## src/zrld_pkg.sv

```systemverilog
`timescale 1ns / 1ps
// ----------------------------------------------------------------------------
// zrld_pkg
// Shared constants and controller/datapath types for the zigzag run-length
// block decoder.
// ----------------------------------------------------------------------------
package zrld_pkg;

  // Default side length of a square coefficient block
  localparam int BLOCK_SIDE_DEF = 8;

  // Decoder phase codes: which kind of stream byte comes next
  localparam logic [1:0] PH_DC  = 2'd0;
  localparam logic [1:0] PH_RUN = 2'd1;
  localparam logic [1:0] PH_VAL = 2'd2;

  // Commands from controller to datapath
  typedef struct packed {
    logic       latch;      // capture the incoming byte and end flag
    logic       emit_dc;    // update predictor, restart block, emit DC
    logic       emit_zero;  // advance and emit a zero coefficient
    logic       emit_val;   // advance and emit the sign-extended byte
    logic       dec_run;    // count down the pending run
    logic       store_run;  // hold the byte as the pending run
    logic       load_run;   // load the run counter from the pending run
    logic       phase_we;   // write phase_code into the phase register
    logic [1:0] phase_code;
    logic       done;       // close the byte; clear predictor on stream end
  } cmd_t;

  // Status from datapath to controller
  typedef struct packed {
    logic [1:0] phase;
    logic       pos_full;   // every position of the block has been emitted
    logic       run_nz;     // zeros of the current run still pending
    logic       pair_zero;  // pending run and value byte are both zero
    logic       end_flag;   // latched byte carried the stream end mark
    logic       slot_free;  // output register can take a coefficient
  } sts_t;

endpackage

```

## src/zrld_in_if.sv

```systemverilog
`timescale 1ns / 1ps
// ----------------------------------------------------------------------------
// zrld_in_if
// Stream byte channel: valid/ready handshake with byte and end mark.
// ----------------------------------------------------------------------------
interface zrld_in_if;
  logic       valid;
  logic       ready;
  logic [7:0] stream_byte;
  logic       stream_end;

  modport source (output valid, output stream_byte, output stream_end, input ready);
  modport sink   (input valid, input stream_byte, input stream_end, output ready);
endinterface

```

## src/zrld_out_if.sv

```systemverilog
`timescale 1ns / 1ps
// ----------------------------------------------------------------------------
// zrld_out_if
// Coefficient channel: valid/ready handshake with position, value and last.
// ----------------------------------------------------------------------------
interface zrld_out_if;
  logic               valid;
  logic               ready;
  logic [2:0]         coef_row;
  logic [2:0]         coef_col;
  logic signed [15:0] coef_value;
  logic               block_last;

  modport source (output valid, output coef_row, output coef_col, output coef_value,
                  output block_last, input ready);
  modport sink   (input valid, input coef_row, input coef_col, input coef_value,
                  input block_last, output ready);
endinterface

```

## src/zrld_dpath.sv

```systemverilog
`timescale 1ns / 1ps
// ----------------------------------------------------------------------------
// zrld_dpath
// Datapath: DC predictor, zigzag walker, run counter and output register.
// ----------------------------------------------------------------------------
module zrld_dpath #(
  parameter int BLOCK_SIDE = zrld_pkg::BLOCK_SIDE_DEF
) (
  input  logic               clk,
  input  logic               rst,
  input  logic [7:0]         stream_byte,
  input  logic               stream_end,
  input  zrld_pkg::cmd_t     cmd,
  output zrld_pkg::sts_t     sts,
  input  logic               coef_ready,
  output logic               coef_valid,
  output logic [2:0]         coef_row,
  output logic [2:0]         coef_col,
  output logic signed [15:0] coef_value,
  output logic               block_last
);

  localparam int RW   = $clog2(BLOCK_SIDE);
  localparam int AREA = BLOCK_SIDE * BLOCK_SIDE;
  localparam int PW   = $clog2(AREA + 1);
  localparam logic [RW-1:0] EDGE_IDX = RW'(BLOCK_SIDE - 1);
  localparam logic [PW-1:0] AREA_P   = PW'(AREA);

  logic [7:0]    byte_l;
  logic          end_l;
  logic [1:0]    phase;
  logic [15:0]   pred;
  logic [15:0]   pred_next;
  logic [PW-1:0] pos;
  logic [PW-1:0] pos_adv;
  logic [RW-1:0] row, col, row_adv, col_adv;
  logic          moving_up, mu_adv;
  logic [7:0]    pending;
  logic [6:0]    run_cnt;
  logic [15:0]   byte_ext;
  logic          slot_free;

  assign byte_ext  = {{8{byte_l[7]}}, byte_l};
  assign pred_next = pred + byte_ext;
  assign pos_adv   = pos + 1'b1;
  assign slot_free = !coef_valid || coef_ready;

  // Next zigzag position
  always_comb begin
    row_adv = row;
    col_adv = col;
    mu_adv  = moving_up;
    if (moving_up) begin
      if (col == EDGE_IDX) begin
        row_adv = row + 1'b1;
        mu_adv  = 1'b0;
      end else if (row == '0) begin
        col_adv = col + 1'b1;
        mu_adv  = 1'b0;
      end else begin
        row_adv = row - 1'b1;
        col_adv = col + 1'b1;
      end
    end else begin
      if (row == EDGE_IDX) begin
        col_adv = col + 1'b1;
        mu_adv  = 1'b1;
      end else if (col == '0) begin
        row_adv = row + 1'b1;
        mu_adv  = 1'b1;
      end else begin
        row_adv = row + 1'b1;
        col_adv = col - 1'b1;
      end
    end
  end

  always_ff @(posedge clk) begin
    if (rst) begin
      phase      <= zrld_pkg::PH_DC;
      pred       <= '0;
      pos        <= '0;
      row        <= '0;
      col        <= '0;
      moving_up  <= 1'b1;
      pending    <= '0;
      run_cnt    <= '0;
      end_l      <= 1'b0;
      coef_valid <= 1'b0;
    end else begin
      if (cmd.latch) begin
        end_l <= stream_end;
      end
      if (cmd.store_run) begin
        pending <= byte_l;
      end
      if (cmd.load_run) begin
        run_cnt <= pending[7] ? 7'd0 : pending[6:0];
      end else if (cmd.dec_run) begin
        run_cnt <= run_cnt - 1'b1;
      end
      if (cmd.phase_we) begin
        phase <= cmd.phase_code;
      end
      if (cmd.done && end_l) begin
        pred <= '0;
      end else if (cmd.emit_dc) begin
        pred <= pred_next;
      end

      if (cmd.emit_dc) begin
        row       <= '0;
        col       <= '0;
        moving_up <= 1'b1;
        pos       <= PW'(1);
      end else if (cmd.emit_zero || cmd.emit_val) begin
        row       <= row_adv;
        col       <= col_adv;
        moving_up <= mu_adv;
        pos       <= pos_adv;
      end

      if (cmd.emit_dc || cmd.emit_zero || cmd.emit_val) begin
        coef_valid <= 1'b1;
      end else if (coef_ready) begin
        coef_valid <= 1'b0;
      end
    end
  end

  // Payload registers
  always_ff @(posedge clk) begin
    if (cmd.latch) begin
      byte_l <= stream_byte;
    end
    if (cmd.emit_dc) begin
      coef_row   <= 3'd0;
      coef_col   <= 3'd0;
      coef_value <= pred_next;
      block_last <= (PW'(1) >= AREA_P);
    end else if (cmd.emit_zero || cmd.emit_val) begin
      coef_row   <= 3'(row_adv);
      coef_col   <= 3'(col_adv);
      coef_value <= cmd.emit_val ? byte_ext : 16'sd0;
      block_last <= (pos_adv >= AREA_P);
    end
  end

  always_comb begin
    sts.phase     = phase;
    sts.pos_full  = (pos >= AREA_P);
    sts.run_nz    = (run_cnt != '0);
    sts.pair_zero = (pending == '0) && (byte_l == '0);
    sts.end_flag  = end_l;
    sts.slot_free = slot_free;
  end

endmodule

```

## src/zrld_ctrl.sv

```systemverilog
`timescale 1ns / 1ps
// ----------------------------------------------------------------------------
// zrld_ctrl
// Controller: sequences each stream byte into DC, zero-run, value and fill
// steps, one coefficient per step.
// ----------------------------------------------------------------------------
module zrld_ctrl (
  input  logic           clk,
  input  logic           rst,
  input  logic           in_valid,
  output logic           in_ready,
  input  zrld_pkg::sts_t sts,
  output zrld_pkg::cmd_t cmd
);

  localparam logic [2:0] S_IDLE   = 3'd0;
  localparam logic [2:0] S_DECIDE = 3'd1;
  localparam logic [2:0] S_ZEROS  = 3'd2;
  localparam logic [2:0] S_TAIL   = 3'd3;
  localparam logic [2:0] S_FILL   = 3'd4;

  logic [2:0] state, state_next;

  always_ff @(posedge clk) begin
    if (rst) begin
      state <= S_IDLE;
    end else begin
      state <= state_next;
    end
  end

  always_comb begin
    cmd        = '0;
    state_next = state;
    in_ready   = 1'b0;
    case (state)
      S_IDLE: begin
        in_ready = 1'b1;
        if (in_valid) begin
          cmd.latch  = 1'b1;
          state_next = S_DECIDE;
        end
      end
      S_DECIDE: begin
        case (sts.phase)
          zrld_pkg::PH_RUN: begin
            cmd.store_run  = 1'b1;
            cmd.phase_we   = 1'b1;
            cmd.phase_code = zrld_pkg::PH_VAL;
            state_next     = sts.end_flag ? S_FILL : S_IDLE;
          end
          zrld_pkg::PH_VAL: begin
            if (sts.pair_zero) begin
              state_next = S_FILL;
            end else begin
              cmd.load_run = 1'b1;
              state_next   = S_ZEROS;
            end
          end
          default: begin
            // DC byte; the unused phase code is read the same way
            if (sts.slot_free) begin
              cmd.emit_dc    = 1'b1;
              cmd.phase_we   = 1'b1;
              cmd.phase_code = zrld_pkg::PH_RUN;
              state_next     = sts.end_flag ? S_FILL : S_IDLE;
            end
          end
        endcase
      end
      S_ZEROS: begin
        if (sts.run_nz && !sts.pos_full) begin
          if (sts.slot_free) begin
            cmd.emit_zero = 1'b1;
            cmd.dec_run   = 1'b1;
          end
        end else if (!sts.pos_full) begin
          if (sts.slot_free) begin
            cmd.emit_val = 1'b1;
            state_next   = S_TAIL;
          end
        end else begin
          state_next = S_TAIL;
        end
      end
      S_TAIL: begin
        cmd.phase_we   = 1'b1;
        cmd.phase_code = sts.pos_full ? zrld_pkg::PH_DC : zrld_pkg::PH_RUN;
        state_next     = sts.end_flag ? S_FILL : S_IDLE;
      end
      S_FILL: begin
        if (!sts.pos_full) begin
          if (sts.slot_free) begin
            cmd.emit_zero = 1'b1;
          end
        end else begin
          cmd.phase_we   = 1'b1;
          cmd.phase_code = zrld_pkg::PH_DC;
          cmd.done       = 1'b1;
          state_next     = S_IDLE;
        end
      end
      default: begin
        state_next = S_IDLE;
      end
    endcase
  end

endmodule

```

## src/zigzag_run_length_block_decoder.sv

```systemverilog
`timescale 1ns / 1ps
// ----------------------------------------------------------------------------
// zigzag_run_length_block_decoder
// Expands a run-length byte stream into zigzag-ordered block coefficients.
// ----------------------------------------------------------------------------
//
//   channel  dir  handshake     payload
//   stream   in   valid/ready   stream_byte[7:0], stream_end
//   coef     out  valid/ready   coef_row[2:0], coef_col[2:0],
//                               coef_value[15:0] signed, block_last
//
// One byte is worked on at a time. A run byte is held as the pending run and a
// DC byte emits the DC coefficient; a value byte emits the zeros of its run and
// then the value while the block has room, and a (0,0) pair emits the fill
// coefficients. A stream end also emits the fill coefficients and then closes
// the byte. The output register sends at most one coefficient per cycle.
// Reset (rst, synchronous) clears the predictor, the walker and the phase.
// A stalled coef channel holds the controller in place; stream stays low on
// ready until the current byte is fully expanded.
// ----------------------------------------------------------------------------
module zigzag_run_length_block_decoder #(
  parameter int BLOCK_SIDE = zrld_pkg::BLOCK_SIDE_DEF
) (
  input  logic       clk,
  input  logic       rst,
  zrld_in_if.sink    stream,
  zrld_out_if.source coef
);

  // Command and status bundles between the controller and the datapath
  zrld_pkg::cmd_t cmd;
  zrld_pkg::sts_t sts;

  // Controller: accept a transaction, then step through its coefficients
  zrld_ctrl u_ctrl (
    .clk      (clk),
    .rst      (rst),
    .in_valid (stream.valid),
    .in_ready (stream.ready),
    .sts      (sts),
    .cmd      (cmd)
  );

  // Datapath: hold the predictor and zigzag position, drive the output register
  zrld_dpath #(
    .BLOCK_SIDE (BLOCK_SIDE)
  ) u_dpath (
    .clk         (clk),
    .rst         (rst),
    .stream_byte (stream.stream_byte),
    .stream_end  (stream.stream_end),
    .cmd         (cmd),
    .sts         (sts),
    .coef_ready  (coef.ready),
    .coef_valid  (coef.valid),
    .coef_row    (coef.coef_row),
    .coef_col    (coef.coef_col),
    .coef_value  (coef.coef_value),
    .block_last  (coef.block_last)
  );

endmodule

```

## src/flat_wrapper.sv

```systemverilog
// flat-port wrapper written by rule: the top's interface ports become plain ports
module zigzag_run_length_block_decoder_flat 
#(
  parameter int BLOCK_SIDE = zrld_pkg::BLOCK_SIDE_DEF
)
  (clk, rst, stream_valid, stream_stream_byte, stream_stream_end, stream_ready, coef_valid, coef_coef_row, coef_coef_col, coef_coef_value, coef_block_last, coef_ready);
  zrld_in_if stream_i ();
  zrld_out_if coef_i ();
  input  logic clk;
  input  logic rst;
  input wire logic [$bits(stream_i.valid)-1:0] stream_valid;
  input wire logic [$bits(stream_i.stream_byte)-1:0] stream_stream_byte;
  input wire logic [$bits(stream_i.stream_end)-1:0] stream_stream_end;
  output wire logic [$bits(stream_i.ready)-1:0] stream_ready;
  output wire logic [$bits(coef_i.valid)-1:0] coef_valid;
  output wire logic [$bits(coef_i.coef_row)-1:0] coef_coef_row;
  output wire logic [$bits(coef_i.coef_col)-1:0] coef_coef_col;
  output wire logic [$bits(coef_i.coef_value)-1:0] coef_coef_value;
  output wire logic [$bits(coef_i.block_last)-1:0] coef_block_last;
  input wire logic [$bits(coef_i.ready)-1:0] coef_ready;
  assign stream_i.valid = stream_valid;
  assign stream_i.stream_byte = stream_stream_byte;
  assign stream_i.stream_end = stream_stream_end;
  assign stream_ready = stream_i.ready;
  assign coef_valid = coef_i.valid;
  assign coef_coef_row = coef_i.coef_row;
  assign coef_coef_col = coef_i.coef_col;
  assign coef_coef_value = coef_i.coef_value;
  assign coef_block_last = coef_i.block_last;
  assign coef_i.ready = coef_ready;
  zigzag_run_length_block_decoder #(.BLOCK_SIDE(BLOCK_SIDE)) u_core (.clk(clk), .rst(rst), .stream(stream_i), .coef(coef_i));
endmodule
```

## config.mk

```make
export PLATFORM = sky130hd
export DESIGN_NAME = zigzag_run_length_block_decoder_flat
export DESIGN_NICKNAME = d
export VERILOG_FILES = /design/src/zrld_pkg.sv /design/src/zrld_in_if.sv /design/src/zrld_out_if.sv /design/src/zrld_dpath.sv /design/src/zrld_ctrl.sv /design/src/zigzag_run_length_block_decoder.sv /design/src/flat_wrapper.sv
export SDC_FILE = /design/constraint.sdc
export NUM_CORES = 1
export LEC_CHECK = 0
export BUFFER_PORTS_ARGS = -buffer_cell sky130_fd_sc_hd__buf_2
export CAP_MARGIN = 30
export CORE_MARGIN = 2
export CORE_UTILIZATION = 36
export CTS_CLUSTER_SIZE = 12
export DETAILED_ROUTE_END_ITERATION = 16
export SLEW_MARGIN = 0
export SYNTH_ARGS = -nofsm -noshare
export SYNTH_HDL_FRONTEND = slang
export SYNTH_SLANG_ARGS = --single-unit
```

## constraint.sdc

```tcl
create_clock -name clk -period 4.02 [get_ports clk]
set_input_delay 0.201 -clock clk [delete_from_list [all_inputs] [get_ports clk]]
set_output_delay 0.201 -clock clk [all_outputs]
set_load 0.02 [all_outputs]
```

==> results of run 1 <==
[cells in the final DEF (no fill, tap or decap), drive strengths merged, types with 15 or more instances in the layout]
| master | n |
|---|---|
| a21oi | 50 |
| edfxtp | 24 |
| o21ai | 22 |
| nand2 | 83 |
| dfxtp | 59 |
| inv | 24 |
| ha | 32 |
| nor2 | 29 |
| nand3 | 15 |
| buf | 39 |
[power groups by stage]
| stage | Sequential, mW | Clock (mW) | Combinational [mW] |
|---|---|---|---|
| finish | 0.939 | 0.905 | 0.270 |
| global route | 0.944 | 0.960 | 0.305 |
| CTS | 0.939 | 0.923 | 0.272 |
| detailed placement | 0.957 | 0 | 0.271 |
| global placement | 0.957 | 0 | 0.266 |
| floorplan | 0.966 | 0 | 0.190 |
[cell type report]
type                       count  area [µm²]  area share, %
multi-input combinational    378        2400           46.8
sequential                    83        1900           37.1
clock buffer                  10         239           4.66
tap                          168         210           4.10
timing repair buffer          39         200           3.90
inverter                      24        90.1           1.76
clock inverter                 6        88.8           1.73
[sequential cells by signal, summed over array words and instances (netlist names), 2 cells and up]
register,flops
u_core.u_dpath.coef_value,16
u_core.u_dpath.coef_col,3
u_core.u_dpath.byte_l,8
u_core.u_dpath.col,3
u_core.u_ctrl.state,3
u_core.u_dpath.run_cnt,7
u_core.u_dpath.pred,16
u_core.u_dpath.row,3
u_core.u_dpath.coef_row,3
u_core.u_dpath.phase,2
u_core.u_dpath.pos,7
u_core.u_dpath.pending,8
[how the worst min path moves through the flow]
stage / from / endpoint / slack, ns / depth (start not counted)
after floorplan: stream_stream_byte[0] / u_core.u_dpath.byte_l[0] / 0.30 / 0
after global placement: stream_stream_byte[5] / u_core.u_dpath.byte_l[5] / 0.38 / 1
after detailed placement: stream_stream_byte[1] / u_core.u_dpath.byte_l[1] / 0.38 / 1
after CTS: stream_stream_byte[1] / u_core.u_dpath.byte_l[1] / 0.01 / 1
after global routing: stream_stream_byte[6] / u_core.u_dpath.byte_l[6] / 0.02 / 1
final: stream_stream_byte[1] / u_core.u_dpath.byte_l[1] / 0.03 / 1
[critical path, delay by kind of cell, from the launching register on]
kind,cells,cell delay [ns]
mux,1,0.30
flops,1,0.61
simple gates,2,0.25
fa+ha+maj,1,0.49
compound gates,3,0.80
[through the flow]
stage          cells  power, mW
3_3_place_gp     692       1.22
3_5_place_dp     692       1.23
6_report         708       2.11
2_1_floorplan    508       1.16
5_1_grt          708       2.21
4_1_cts          708       2.13
[kinds of logic (layout without fill, tap and decap cells)]
kind of cell               count (synthesis)  after routing
buffers and inverters                     47             79
muxes                                      6              6
AOI/OAI and AO/OA                        126            126
DFF                                       83             83
xor gates and xnor gates                  23             23
and+or+nand+nor                          190            190
adders and majority gates                 33             33
[routing by layer]
metal  wire length [µm]  vias up  global-route usage [%]
met2               4860       56                    27.1
met3                464       11                    4.08
met5                  0        -                       0
met1               4530     1667                    20.2
met4                131        0                    4.92
li1                   -     1849                       -
==> impl_results.md, run 1 <==
- Status: finished, final reports clean
- Skew-Pair Late Insertion Delay: 0.35 ns
- Cell Area, Synth: 4510 µm²
- First-pass GRT wire length: 16.9 mm
- Die width: 116 µm
- Yosys warns: 0
- Crit start category: flip-flop
- Complex-gate fraction of the synthesized area: 17.4%
- Clock Skew: 0.00618 ns
- Worst path required time: 4.11 ns
- Setup crit start: u_core.u_dpath.byte_l[7]
- Clk pin slew, worst setup/hold paths: 0.06 ns
- Largest net degree at the start of global routing: 27
- Mux contribution to synthesized area: 1.33%
- Syn Inst Count: 508
- CTS Buffer Depth: 2
- Rel. slew slack: 45.2%
- CP Capture Type: flip-flop
- HP Class: primary input to flip-flop
- Endpoints failing hold: 0
- Simple-gate share of the synthesized area: 20.4%
- Wirelength per Cell: 14.1 µm
- GRT Resource Usage Total: 16.0%
- Vias: 3,583
- Layout cells sized above 1: 12.4%
- DR vias/cell: 5.06
- Pwr dens: 412 nW/µm²
- Comb power frac: 12.8%
- DIE AREA: 13,400 µm²
- Grt ovf: 0
- Sum of net half-perimeters after detailed placement: 7.14 mm
- Post-CTS Setup Repair Bufs: 0
- #FFs+latches synth: 83
- RR Endpoint: u_core.u_dpath.coef_value[14]
- Area fraction of the dominant cell type after synthesis: 26.2%
- Port Buffers: 37
- DRC: 0
- Syn nets: 554
- Async SR Flop Fraction: 0%
- Top cells by count, synth: nand2_1 (83), dfxtp_1 (59), a21oi_1 (49)
- Final setup viols: 0
- Vias in the first global route: 3,456
- CP Max Fanout: 14
- Worst r2r src: u_core.u_dpath.byte_l[7]
- Most common cell in the netlist: nand2_1
- Max Cap Viol: 0
- Antenna viol nets, final: 0
- Slowest stage cell, crit path: edfxtp_1
- Post-Place Worst Slack: 1.30 ns
- Minimum clock period: 2.69 ns
- Unrepaired setup endpoints after global routing: no
- Fin worst setup slack: 1.33 ns
- Max incr delay on CP: 0.61 ns
- Power share of the clock group: 42.8%
- Dpl cell area: 4800 µm²
- Cts bufs inserted: 9
- I/O pins: 38
- Seq/Total Area, Yosys: 42.2%
- Worst hold slack: 0.0261 ns
- # resized after CTS: 0
- Post-layout net count: 581
- H-tree levels: 3
- Root Buffer: clkbuf_16
- Leak: 2.06 nW
- Avg Inst Size Synth: 8.88 µm²
- # clock sinks: 83
- Height of the die: 116 µm
- Largest family of logic cells by synthesized area: simple AND/OR/NAND/NOR gates
- Top_reg_cell synth: dfxtp_1
- End of the critical path: u_core.u_dpath.coef_value[14]
- Antenna Cells: 0
- Core area: 12,100 µm²
- Post-Synth XOR/XNOR Area: 4.77%
- Switching share of power: 25.7%
- Final wirelength: 9.98 mm
- CP Data Arrival Time: 2.79 ns
- Internal power: 1.57 mW
- Area grow syn2layout: 13.8%
- Final Util: 42.4%
- Period utilization: 67.0%
- Fillers: 1,232
- Synth unique cells: 56
- Fin Setup TNS: 0 ns
- Yosys top cell by area: dfxtp_1
- Post-synth EDFFs: 24
- Router iterations before antenna repair: 4
- Iter 0 DRT Violations: 199
- CTS tree: done
- Adder-cell share of the synthesized area: 9.32%
- Final GP Congestion: 0.889
- Crit path cell chain: ha_1 > a21oi_1 > o21ai_0 > and3_1 > a2111oi_0 > mux2i_1 > nand2_1
- Switching power: 543 µW
- Starting Density: 37.2%
- R2R cell count: 7
- Fmax: 371 MHz
- Pins Over Slew Limit: 0
- Flop pwr share: 44.4%
- Row count: 40
- Initial antenna violation count: 0
- Final Cell Area: 5130 µm²
- Worst setup path class: flip-flop to flip-flop
- Worst reg2reg setup slack: 1.33 ns
- Top cells by area, synth: dfxtp_1 (26%), edfxtp_1 (16%), ha_1 (8.9%)
- Worst-Margin Slew: 0.819 ns
- Hold buffers post-CTS: 0
- Peak supply drop: 0.137 mV
Note: power is estimated with default switching activity, not from simulation.
==> run 2: changes to the inputs <==
==> constraint.sdc (replaced) <==
create_clock -name clk -period 2.4 [get_ports clk]
set_input_delay 0.12 -clock clk [delete_from_list [all_inputs] [get_ports clk]]
set_output_delay 0.12 -clock clk [all_outputs]
set_load 0.02 [all_outputs]
==> run 2 against run 1 <==
  * Sequential cell count unchanged
  * Largest power group unchanged
  * Combinational power up 110%
  * Total power up 63%
  * Sequential share of layout area down 2.3 points
  * Non-clock buffer count up 38
  * Final area up 6.5%
  * Sequential power up 66%
  * Via count up 5.8%
==> impl_results.md, run 2 (synthesis results as in run 1) <==
- DRC: 0
- CTS tree: done
- DIE AREA: 13,400 µm²
- Iter 0 DRT Violations: 176
- Port Buffers: 37
- Antenna viol nets, final: 0
- Worst reg2reg setup slack: 0.01 ns
- Fin worst setup slack: 0.0105 ns
- Skew-Pair Late Insertion Delay: 0.35 ns
- Rel. slew slack: 59.7%
- Fmax: 418 MHz
- Clock Skew: 0.00692 ns
- Wirelength per Cell: 14.2 µm
- CP Data Arrival Time: 2.48 ns
- Most frequent cells in the layout: nand2_1 (83), dfxtp_1 (59), a21oi_1 (49)
- Vias: 3,792
- Peak supply drop: 0.337 mV
- Period utilization: 99.6%
- # clock sinks: 83
- Setup crit start: u_core.u_dpath.byte_l[0]
- Antenna Cells: 0
- R2R cell count: 10
- GRT Resource Usage Total: 17.0%
- Final Util: 45.1%
- Starting Density: 37.2%
- Pwr dens: 631 nW/µm²
- Area grow syn2layout: 21.1%
- Height of the die: 116 µm
- Core area: 12,100 µm²
- Fin Setup TNS: 0 ns
- Minimum clock period: 2.39 ns
- CP Max Fanout: 5
- Fin cells: 746
- First-pass GRT wire length: 17.7 mm
- Hold path depth: 3
- Initial antenna violation count: 0
- Cell family with most CP delay: compound AO/OA/AOI/OAI gates
- I/O pins: 38
- Router iterations before antenna repair: 5
- Post-layout net count: 619
- DR vias/cell: 5.08
- Placed cells: 719
- Worst-Margin Slew: 0.605 ns
- Crit path buf inv count: 2
- Overall Power: 3.44 mW
- Die width: 116 µm
- Status: finished, final reports clean
- Largest net degree at the start of global routing: 27
- Hold endpoint: u_core.u_dpath.end_l
- Worst r2r src: u_core.u_dpath.byte_l[0]
- Max Cap Viol: 0
- Crit path cell chain: ha_2 > inv_2 > fa_2 > nor2b_2 > o211ai_1 > a21oi_1 > buf_4 > a2111oi_4 > mux2i_1 > nand2_1
- Final GP Congestion: 0.842
- H-tree levels: 3
- Final Cell Area: 5460 µm²
- HP Class: primary input to flip-flop
- Hold Path Origin: stream_stream_end
- Slowest stage cell, crit path: edfxtp_1
- Final wirelength: 10.6 mm
- Area of the multi-input gates: 2460 µm²
- Vias in the first global route: 3,694
- Post-Place Worst Slack: 0.00726 ns
- Register area: 1900 µm²
- Max incr delay on CP: 0.39 ns
- Commonest non-fill, non-tap cell in the layout: nand2_1
- CP Capture Type: flip-flop
- Regs by FF count: u_core.u_dpath.coef_value (16), u_core.u_dpath.pred (16)
- Final setup viols: 0
- Crit start category: flip-flop
- Row count: 40
- RR Endpoint: u_core.u_dpath.coef_value[14]
- Layout cells sized above 1: 18.0%
- Worst setup path class: flip-flop to flip-flop
- Leak: 2.23 nW
- Unrepaired setup endpoints after global routing: yes
- Clk pin slew, worst setup/hold paths: 0.06 ns
- Endpoints failing hold: 0
- Grt ovf: 0
- Pins Over Slew Limit: 0
- Sum of net half-perimeters after detailed placement: 7.58 mm
- Root Buffer: clkbuf_16
- Worst hold slack: 0.0509 ns
- Fillers: 1,194
- Cts bufs inserted: 9
- Dpl cell area: 5020 µm²
- CTS Buffer Depth: 2
- Worst path required time: 2.49 ns
[run 2: cell count changes in the layout (fill, tap and decap cells not counted), moves of 2 or more]
cell / change
buf_4: +28
bufinv_16: -2
dlygate4sd3_1: +8
ha_1: -3
ha_4: +2
[run 2: worst max-delay path by stage]
stage / endpoint / cells past startpoint / slack [ns]
floorplan: u_core.u_dpath.coef_value[14] / 8 / 0.01
global placement: u_core.u_dpath.coef_value[11] / 7 / 0.007
detailed placement: u_core.u_dpath.coef_value[14] / 10 / 0.007
CTS: u_core.u_dpath.coef_value[14] / 10 / -0.02
global route: u_core.u_dpath.coef_value[14] / 10 / -0.17
finish: u_core.u_dpath.coef_value[14] / 10 / 0.01
[run 2: routing by layer]
layer  share of wire, %  vias up  global-route usage [%]
met4                2.2        0                    7.62
li1                   -     1936                       -
met5                  0        -                       0
met3                3.5       17                    3.45
met2                 47       65                    27.7
met1                 47     1774                    21.9
[run 2: worst min-delay path, delay by kind of cell]
kind / cells / cell delay (ns)
buffers and inverters: 1 / 0.09
AND/OR/NAND/NOR: 1 / 0.09
multiplexers: 1 / 0.06
[run 2: repair_timing]
action / CTS / global route
endpoints found under the hold margin: 8 / 0
endpoints found under the setup margin: 1 / 13
resized for setup: 0 / 12
hold buffers: 8 / 0
buffers inserted: 0 / 3
cloned: 0 / 0
pin swaps: 0 / 7
[run 2: area by class of cell]
class / count / area share, %
multi-input combinational: 378 / 45.0
sequential: 83 / 34.8
timing repair buffer: 77 / 9.55
clock buffer: 12 / 4.70
tap: 168 / 3.85
inverter: 24 / 1.65
clock inverter: 4 / 0.435
[run 2: report_power, final]
group	switching, mW	total [mW]	internal, mW
registers	0.0428	1.56	1.52
clock network	0.566	1.32	0.754
logic	0.323	0.561	0.238
==> run 3: changes to the inputs <==
--- a/config.mk
+++ b/config.mk
@@ -11,6 +11,8 @@
 export CORE_UTILIZATION = 36
 export CTS_CLUSTER_SIZE = 12
 export DETAILED_ROUTE_END_ITERATION = 16
+export GPL_TIMING_DRIVEN = 1
+export PLACE_DENSITY = 0.58
 export SLEW_MARGIN = 0
 export SYNTH_ARGS = -nofsm -noshare
 export SYNTH_HDL_FRONTEND = slang
==> run 3 against run 2 <==
  * Utilization rose by 0.13 points
  * Count of clock-buffer cells in the layout shrank 1
  * Worst hold slack got worse by 0.025 ns
  * Die area unchanged
  * Routed wire length fell by 1.6%
  * Total power is 3.3% higher
  * Sequential share of layout area fell by 0.10 points
  * Non-clock buffer count increased by 1
  * Register-to-register slack about the same
  * Clock power rose by 9.8%
  * Critical path type unchanged
  * Largest cell class unchanged
  * Largest power group unchanged
==> impl_results.md, run 3 (synthesis results as in run 1) <==
- Endpoints failing hold: 0
- First-pass GRT wire length: 17.4 mm
- Pwr dens: 649 nW/µm²
- Grt ovf: 0
- Clk pin slew, worst setup/hold paths: 0.06 ns
- CP Data Arrival Time: 2.48 ns
- Final setup viols: 0
- Regs by FF count: u_core.u_dpath.coef_value (16), u_core.u_dpath.pred (16)
- Most frequent cells in the layout: nand2_1 (83), dfxtp_1 (59), a21oi_1 (47)
- R2R cell count: 8
- Post-Place Worst Slack: -0.0173 ns
- H-tree levels: 3
- # clock sinks: 83
- Worst r2r src: u_core.u_dpath.byte_l[2]
- Leak: 2.25 nW
- Antenna Cells: 0
- Layout cells sized above 1: 18.1%
- Status: finished, final reports clean
- Vias: 3,822
- Wirelength per Cell: 14.0 µm
- Skew-Pair Late Insertion Delay: 0.35 ns
- Area grow syn2layout: 21.5%
- Rel. slew slack: 65.5%
- Hold endpoint: u_core.u_dpath.end_l
- Clock Skew: 0.00485 ns
- Root Buffer: clkbuf_16
- Antenna viol nets, final: 0
- Die width: 116 µm
- Crit start category: flip-flop
- Iter 0 DRT Violations: 232
- Router iterations before antenna repair: 7
- Final Util: 45.2%
- Initial antenna violation count: 0
- Unrepaired setup endpoints after global routing: yes
- Fillers: 1,221
- RR Endpoint: u_core.u_dpath.coef_value[14]
- Hold path depth: 3
- CTS Buffer Depth: 2
- Fin worst setup slack: 0.00725 ns
- Port Buffers: 37
- Worst hold slack: 0.0264 ns
- Sum of net half-perimeters after detailed placement: 7.69 mm
- Overall Power: 3.56 mW
- GRT Resource Usage Total: 16.8%
- DRC: 0
- Final wirelength: 10.5 mm
- Max Cap Viol: 0
- Peak supply drop: 0.328 mV
- CP Max Fanout: 5
- Vias in the first global route: 3,643
- Commonest non-fill, non-tap cell in the layout: nand2_1
- Row count: 40
- Final GP Congestion: 0.856
- Worst setup path class: flip-flop to flip-flop
- Height of the die: 116 µm
- Pins Over Slew Limit: 0
- DIE AREA: 13,400 µm²
- Cts bufs inserted: 9
- Worst-Margin Slew: 0.518 ns
- DR vias/cell: 5.12
- Hold Path Origin: stream_stream_end
- Largest net degree at the start of global routing: 27
- HP Class: primary input to flip-flop
- Starting Density: 37.2%
- Worst path required time: 2.49 ns
- CP Capture Type: flip-flop
- Core area: 12,100 µm²
- CTS tree: done
- Post-layout net count: 620
- Fmax: 418 MHz
- Period utilization: 99.7%
- Worst reg2reg setup slack: 0.007 ns
- I/O pins: 38
- Minimum clock period: 2.39 ns
## run 3: cell count changes in the layout (fill, tap and decap cells not counted), sizes merged
cell	previous run	this run
buf	69	70
bufinv	0	1
clkbuf	12	11
clkinv	2	3
inv	25	24
## run 3: worst max-delay path: stages, from the launching register on
cell and delay, ns:
edfxtp_1 0.42, ha_1 0.33, nor2b_2 0.16, o211ai_1 0.23, a21oi_1 0.10, buf_4 0.16
a2111oi_4 0.39, mux2i_1 0.27, nand2_1 0.07
## run 3: metrics by stage
stage / TNS [ns] / cell area [µm²] / cells
final: 0 / 5480 / 747
after global routing: -0.163 / 5480 / 747
after CTS: 0 / 5440 / 746
after detailed placement: -0.0173 / 5030 / 722
after global placement: 0 / 5030 / 722
after floorplan: 0 / 4520 / 508
## run 3: report_power, final
| part | switching, mW | internal (mW) |
|---|---|---|
| registers | 0.0389 | 1.52 |
| logic | 0.319 | 0.231 |
| clock network | 0.563 | 0.886 |
## run 3: what timing repair did
| item | in CTS | in global routing |
|---|---|---|
| hold buffers | 8 | 0 |
| setup endpoints to repair | 1 | 10 |
| cloned | 0 | 0 |
| gates resized for setup | 1 | 11 |
| endpoints found under the hold margin | 8 | 0 |
| setup buffers | 0 | 1 |
| pin swaps | 0 | 8 |
## run 3: cell type report
type	count	area [µm²]	area share [%]
repair buffers	78	513	9.36
inverters	24	90.1	1.64
well taps	168	210	3.84
multi-input cells	378	2450	44.7
flip-flops and latches	83	1900	34.7
clock buffers	11	264	4.82
clock inverters	5	48.8	0.891
## run 3: metal layers
metal	vias up	share of wire (%)	global-route usage, %
met4	0	2.0	7.70
met3	15	4.0	3.66
met1	1810	46	20.8
li1	1933	-	-
met2	64	48	28.0
met5	-	0	0
## run 3: worst max-delay path by stage
stage | start | endpoint | cells after the start
after floorplan | u_core.u_dpath.byte_l[7] | u_core.u_dpath.coef_value[14] | 8
after global placement | u_core.u_dpath.byte_l[0] | u_core.u_dpath.coef_value[14] | 10
after detailed placement | u_core.u_dpath.byte_l[0] | u_core.u_dpath.coef_value[14] | 10
after CTS | u_core.u_dpath.byte_l[0] | u_core.u_dpath.coef_value[14] | 10
after global routing | u_core.u_dpath.byte_l[0] | u_core.u_dpath.coef_value[14] | 10
final | u_core.u_dpath.byte_l[2] | u_core.u_dpath.coef_value[14] | 8
